[config.mk]
export PLATFORM = sky130hd
export DESIGN_NAME = n50_walk
export DESIGN_NICKNAME = d
export VERILOG_FILES = /design/src/rtl/n50_length_statistic_macros.svh /design/src/rtl/n50_pkg.sv /design/src/rtl/n50_walk.sv
export SDC_FILE = /design/constraint.sdc
export NUM_CORES = 1
export LEC_CHECK = 0
export BUFFER_PORTS_ARGS = -buffer_cell sky130_fd_sc_hd__buf_4
export CAP_MARGIN = 15
export CORE_AREA = 8 8 275 277
export DETAILED_ROUTE_END_ITERATION = 7
export DIE_AREA = 0 0 283 285
export PLACE_DENSITY = 0.52
export SETUP_SLACK_MARGIN = 0.4
export SLEW_MARGIN = 25
export SYNTH_ARGS = -nofsm -noshare
export SYNTH_HDL_FRONTEND = slang
export SYNTH_SLANG_ARGS = --single-unit
[constraint.sdc]
create_clock -name clk -period 8.1 [get_ports clk]
set_input_delay 0 -clock clk [delete_from_list [all_inputs] [get_ports clk]]
set_output_delay 0 -clock clk [all_outputs]
set_load 0.005 [all_outputs]
[src/rtl/n50_length_statistic_macros.svh]
// Assertion macros for the N50 length statistic block.
// No dependencies; included by files that carry concurrent assertions.
`ifndef N50_LENGTH_STATISTIC_MACROS_SVH
`define N50_LENGTH_STATISTIC_MACROS_SVH

// Same-cycle implication, checked outside reset.
`define N50_ASSERT_IMPL(label, ante, cons, msg) \
  label: assert property (@(posedge clk) disable iff (rst) (ante) |-> (cons)) \
    else $error(msg);

// Next-cycle implication, checked outside reset.
`define N50_ASSERT_NEXT(label, ante, cons, msg) \
  label: assert property (@(posedge clk) disable iff (rst) (ante) |=> (cons)) \
    else $error(msg);

// Condition that must never hold outside reset.
`define N50_ASSERT_NEVER(label, cond, msg) \
  `N50_ASSERT_IMPL(label, 1'b1, !(cond), msg)

`endif

[src/rtl/n50_pkg.sv]
// Shared constants, types and state codes for the N50 length statistic block.
// No dependencies; imported by the interfaces and every module.
package n50_pkg;

  localparam int MAX_READS     = 1024;
  localparam int LENGTH_BITS   = 32;
  localparam int READ_LENGTH_W = 32;
  localparam int N50_LENGTH_W  = 32;
  localparam int CNT_W         = $clog2(MAX_READS + 1);
  localparam int SUM_W         = LENGTH_BITS + CNT_W;
  localparam int STAT_N        = 4;
  localparam int FLUSH_CYCLES  = 2;

  // statistic codes
  localparam logic [1:0] STAT_PH_ALL = 2'd0;
  localparam logic [1:0] STAT_PH_PH  = 2'd1;
  localparam logic [1:0] STAT_UN_ALL = 2'd2;
  localparam logic [1:0] STAT_UN_UN  = 2'd3;

  typedef enum logic [2:0] {
    S_LOAD,
    S_DRAIN,
    S_WALK,
    S_FLUSH,
    S_EMIT
  } state_t;

  // length travelling down the chain
  typedef struct packed {
    logic                   valid;
    logic [LENGTH_BITS-1:0] len;
    logic                   phased;
  } token_t;

  // length held in a cell
  typedef struct packed {
    logic                   occ;
    logic [LENGTH_BITS-1:0] len;
    logic                   phased;
  } entry_t;

  typedef struct packed {
    logic clear;
    logic pop;
  } chain_ctrl_t;

  typedef struct packed {
    logic clear;
    logic feed;
  } walk_ctrl_t;

  typedef struct packed {
    logic                   found;
    logic [LENGTH_BITS-1:0] len;
  } n50_res_t;

endpackage

[src/rtl/n50_walk.sv]
// Walk over the sorted lengths: running sums per class, compared against
// half of the class total and half of the grand total.
// Depends on n50_pkg.
module n50_walk import n50_pkg::*; (
  input  logic             clk,
  input  logic             rst,
  input  walk_ctrl_t       ctrl,
  input  entry_t           head,
  input  logic [SUM_W-1:0] phased_sum,
  input  logic [SUM_W-1:0] unphased_sum,
  output n50_res_t         res [STAT_N]
);

  logic [SUM_W:0]         grand;
  logic [SUM_W-1:0]       thr_all;
  logic [SUM_W-1:0]       thr_ph;
  logic [SUM_W-1:0]       thr_un;
  logic [SUM_W-1:0]       run_ph;
  logic [SUM_W-1:0]       run_un;
  logic                   b_valid;
  logic [LENGTH_BITS-1:0] b_len;
  logic                   b_phased;

  assign grand = {1'b0, phased_sum} + {1'b0, unphased_sum};

  // sums are stable for the whole walk
  always_ff @(posedge clk) begin
    thr_all <= grand[SUM_W:1];
    thr_ph  <= phased_sum >> 1;
    thr_un  <= unphased_sum >> 1;
  end

  // stage 1: accumulate
  always_ff @(posedge clk) begin
    if (rst || ctrl.clear) begin
      run_ph  <= '0;
      run_un  <= '0;
      b_valid <= 1'b0;
    end else begin
      b_valid <= ctrl.feed;
      if (ctrl.feed) begin
        b_len    <= head.len;
        b_phased <= head.phased;
        if (head.phased) begin
          run_ph <= run_ph + {{CNT_W{1'b0}}, head.len};
        end else begin
          run_un <= run_un + {{CNT_W{1'b0}}, head.len};
        end
      end
    end
  end

  // stage 2: first crossing of each threshold
  always_ff @(posedge clk) begin
    if (rst || ctrl.clear) begin
      for (int k = 0; k < STAT_N; k++) begin
        res[k] <= '0;
      end
    end else if (b_valid) begin
      if (b_phased) begin
        if (!res[STAT_PH_ALL].found && run_ph >= thr_all) begin
          res[STAT_PH_ALL] <= '{found: 1'b1, len: b_len};
        end
        if (!res[STAT_PH_PH].found && run_ph >= thr_ph) begin
          res[STAT_PH_PH] <= '{found: 1'b1, len: b_len};
        end
      end else begin
        if (!res[STAT_UN_ALL].found && run_un >= thr_all) begin
          res[STAT_UN_ALL] <= '{found: 1'b1, len: b_len};
        end
        if (!res[STAT_UN_UN].found && run_un >= thr_un) begin
          res[STAT_UN_UN] <= '{found: 1'b1, len: b_len};
        end
      end
    end
  end

endmodule

==> results by group <==
Floorplanning
  – Vertical extent of the die: ~290 um
  – Initial Util: 0.299
  – Rows: 98
  – Die area: between 80000 and 90000 um^2
  – Width of the die: roughly 280 um
  – Core outline area: 71000 um^2
  – Count of boundary I/O pins: ~260

Worst hold path
  – Type of the most critical hold path: in2reg
  – Hold endpoint: run_ph[37]$_SDFFE_PP0P_
  – Hold path start: ctrl[1]
  – Number of instances on the worst hold path: 5

Timing
  – Max-slew violation count: 0
  – Final min period: between 3 and 4 ns
  – Final clock skew: between 0.03 and 0.04 ns
  – Worst Tran Pin Value: around 1.0 ns
  – Final worst hold slack: 0.0415 ns
  – Finish-stage setup viols: 0
  – TNS Setup: 0 ns
  – Slew headroom: 0.293
  – Setup repair after global routing missed its margin: no
  – Max frequency: about 260 MHz
  – Final hold violations: 0
  – Share of the clock period used by the worst path after layout: 0.482

Worst setup path
  – Worst stage delay on the critical path: about 0.59 ns
  – Crit path max-delay cell type: sky130_fd_sc_hd__a221oi_1
  – Critical path peak fanout: 4
  – Critical Path Sink Type: register
  – Crit-path cells: dlygate4sd3_1 > buf_4 > and2_1 > dlygate4sd3_1 > fa_1 > a21oi_1 > a2bb2oi_2 > a21oi_1 > a41oi_1 > o31ai_1 > a41o_1 > a221oi_1 > o31ai_1 > xor2_1
  – Worst Path Class, Setup: in2reg
  – Type of origin of the critical path: input pin
  – Crit Reg-Reg Startpoint: run_ph[38]$_SDFFE_PP0P_
  – Critical path's top delay family: compound AO/OA/AOI/OAI gates
  – Minimum setup slack among reg-to-reg paths: about 4.4 ns
  – Buf/Inv on CP: 3
  – Worst Reg-to-Reg Cells: 11
  – Reg-to-Reg End: res[85]$_SDFFE_PP0P_
  – Data arrival time of the critical path: approximately 4.4 ns
  – Data required time of the critical path: around 8.5 ns
  – Path length in cells of the critical path: 14

Clocking
  – Clk slew on worst S/H paths: about 0.06 ns
  – Clk buf depth: 3
  – TritonCTS clock tree: built
  – Total number of clock tree sinks: approximately 380
  – Skew-Pair Late Insertion Delay: roughly 0.59 ns
  – Clock root cell: sky130_fd_sc_hd__clkbuf_16
  – CTS-repair resized insts: 0
  – Clock H-tree levels: 2
  – Num CTS Buffers: 44
  – Count of buffers added by post-CTS timing repair for setup: 0
  – Number of hold buffers added after cts: 123

Placed design
  – Final GP Congestion: approximately 0.89
  – Placement Cell Area: between 20000 and 25000 um^2
  – Input/output buffers: 254
  – Final HPWL DP: 54400 um
  – Placed cell count: 3567

Synth
  – Simple-gate share of the synthesized area: 0.158
  – Xor and xnor fraction of the mapped netlist area: 0.0388
  – Yosys reg bits: roughly 380
  – Mean area per synthesized cell: between 8 and 9 um^2
  – Number of warnings printed during yosys synthesis: 0
  – Area fraction in compound gates after synthesis: 0.203
  – Count of unique library cells instantiated by Yosys: 78
  – Count of flip-flops with a built-in enable after synthesis: 33
  – Leading register cell type out of synthesis: sky130_fd_sc_hd__dfxtp_1
  – Top post-synthesis cells by area: sky130_fd_sc_hd__dfxtp_1 (33%), sky130_fd_sc_hd__ha_1 (16%), sky130_fd_sc_hd__o21ai_0 (4.8%)
  – Main combinational cell family by area after synthesis: compound AO/OA/AOI/OAI gates
  – Summed instance area of the synthesized netlist: roughly 21000 um^2
  – FFs w/ async S/R, synth: 0
  – Portion of synthesized cell area occupied by the leading cell type: 0.326
  – Cell taking the most area after synthesis: sky130_fd_sc_hd__dfxtp_1
  – Synthesized net count: about 2900
  – Post-synthesis adder-cell area fraction: 0.166
  – Post-synthesis instance total: about 2500
  – Mux contribution to synthesized area: 0.0165
  – Top cells by count, synth: sky130_fd_sc_hd__dfxtp_1 (346), sky130_fd_sc_hd__ha_1 (276), sky130_fd_sc_hd__nand2_1 (268), sky130_fd_sc_hd__o21ai_0 (203), sky130_fd_sc_hd__a21oi_1 (198)
  – Most repeated cell in the gate-level netlist after synthesis: sky130_fd_sc_hd__dfxtp_1
  – Seq/Total Area, Yosys: 0.373

Final layout
  – Number of standard cells in the final layout excluding fillers: ~3800
  – Filler cell count in the final layout: 7055
  – Post-synthesis to final-layout area growth: 26.1%
  – Finished layout cell area: 26800 um^2
  – Antenna diode instance count: 0
  – NumNets Final: 3189
  – Layout cells sized above 1: 0.127

GRT
  – Overall routing resource usage: 0.162
  – Number of antenna violations at the first check in global routing: 1
  – Maximum number of pins on one net before global-route repair: 203
  – Global-route wire length before repair: ~110000 um
  – Final global-route overflow total: 0
  – Vias in the first global route: between 15000 and 20000

Route
  – Routed via count divided by cell count: around 5.0
  – Count of TritonRoute iterations in the first routing pass: 5
  – First-iteration detailed-routing DRC count: roughly 1300
  – Post-route ant nets: 0
  – Routed wire length: ~69000 um
  – Average wire length per cell after detail routing: 18.2 um
  – Count of vias placed by the detailed router: roughly 19000
  – Number of design rule violations left after detail routing: 0

Power
  – Leakage component of the power: about 12 nW
  – Total power after layout: between 4 and 5 mW
  – Maximum ir drop on the vdd rail: approximately 0.12 mV
  – Power density cells: around 180 nW/um^2

Flow run
  – Max-cap violation count: 0

Outcome
  – Outcome: finished, final reports clean
cell usage in the layout (no fill, tap or decap), types with 18 or more instances in the layout:
cell type and n:
sky130_fd_sc_hd__a21oi_1 198, sky130_fd_sc_hd__nor3_1 21, sky130_fd_sc_hd__nor2_1 125, sky130_fd_sc_hd__clkbuf_16 45, sky130_fd_sc_hd__dfxtp_1 346, sky130_fd_sc_hd__a211oi_1 27, sky130_fd_sc_hd__xnor2_1 47, sky130_fd_sc_hd__o21ai_0 203
sky130_fd_sc_hd__nand2_1 268, sky130_fd_sc_hd__mux2i_1 35, sky130_fd_sc_hd__buf_4 263, sky130_fd_sc_hd__ha_1 276, sky130_fd_sc_hd__and3_1 18, sky130_fd_sc_hd__edfxtp_1 33, sky130_fd_sc_hd__a21o_1 117, sky130_fd_sc_hd__dlygate4sd3_1 123
sky130_fd_sc_hd__nand4_1 50, sky130_fd_sc_hd__xor2_1 47, sky130_fd_sc_hd__inv_1 152, sky130_fd_sc_hd__nand3_1 144
final cells by class:
| type | count | area, um^2 | share of cell area |
|---|---|---|---|
| multi-input cells | 1822 | 12400 | 0.463 |
| flip-flops and latches | 379 | 7920 | 0.296 |
| repair buffers | 387 | 3230 | 0.121 |
| clock buffers | 57 | 1190 | 0.0445 |
| well taps | 950 | 1190 | 0.0444 |
| inverters | 152 | 571 | 0.0213 |
| clock inverters | 24 | 280 | 0.0105 |
how the worst max path moves through the flow:
| stage | start | to | slack, ns |
|---|---|---|---|
| 2_1_floorplan | run_un[0]$_SDFFE_PP0P_ | run_un[42]$_SDFFE_PP0P_ | 5.29 |
| 3_5_place_dp | run_ph[38]$_SDFFE_PP0P_ | res[85]$_SDFFE_PP0P_ | 4.37 |
| 5_1_grt | phased_sum[0] | thr_all[41]$_DFF_P_ | 4.07 |
| 4_1_cts | phased_sum[0] | thr_all[41]$_DFF_P_ | 4.27 |
| 6_report | phased_sum[0] | thr_all[41]$_DFF_P_ | 4.19 |
| 3_3_place_gp | run_ph[28]$_SDFFE_PP0P_ | res[71]$_SDFFE_PP0P_ | 4.43 |
state kept, by name, indices dropped and copies added (netlist names):
signal    flops
run_un       43
thr_ph       42
b_valid       1
thr_un       42
run_ph       43
res         132
thr_all      43
b_len        32
b_phased      1
cells by family (layout without fill, tap and decap cells):
kind of cell / after synthesis / after routing
XOR/XNOR: 94 / 94
adder cells (fa/ha/maj): 279 / 279
buffers and inverters: 249 / 620
multiplexers: 35 / 35
flip-flops: 379 / 379
AO/OA/AOI/OAI: 694 / 694
AND/OR/NAND/NOR: 720 / 720
tightest hold or removal path: cells and delay by family:
family / cells / cell delay [ns]
buf+inv: 2 / 0.29
simple gates: 3 / 0.26
layer usage:
layer  part of all wire  GRT usage  vias to the layer above
met5                  0          0                        -
met4              0.032     0.0548                        0
met3              0.047     0.0279                      101
met2               0.45      0.271                      453
met1               0.47      0.211                     8892
li1                   -          -                     9489
power by group:
part / internal [mW] / switching (mW) / leakage, nW / total (mW)
sequential: 1.98 / 0.0425 / 3.14 / 2.02
combinational: 0.316 / 0.443 / 8.62 / 0.758
clock: 1.18 / 0.826 / 0.723 / 2.01
metrics by stage:
stage,setup slack (ns),utilization
2_1_floorplan,5.29,-
3_3_place_gp,4.43,0.339
3_5_place_dp,4.37,0.339
4_1_cts,4.27,0.377
5_1_grt,4.07,0.377
6_report,4.19,0.377
Note: power is estimated with default switching activity, not from simulation.
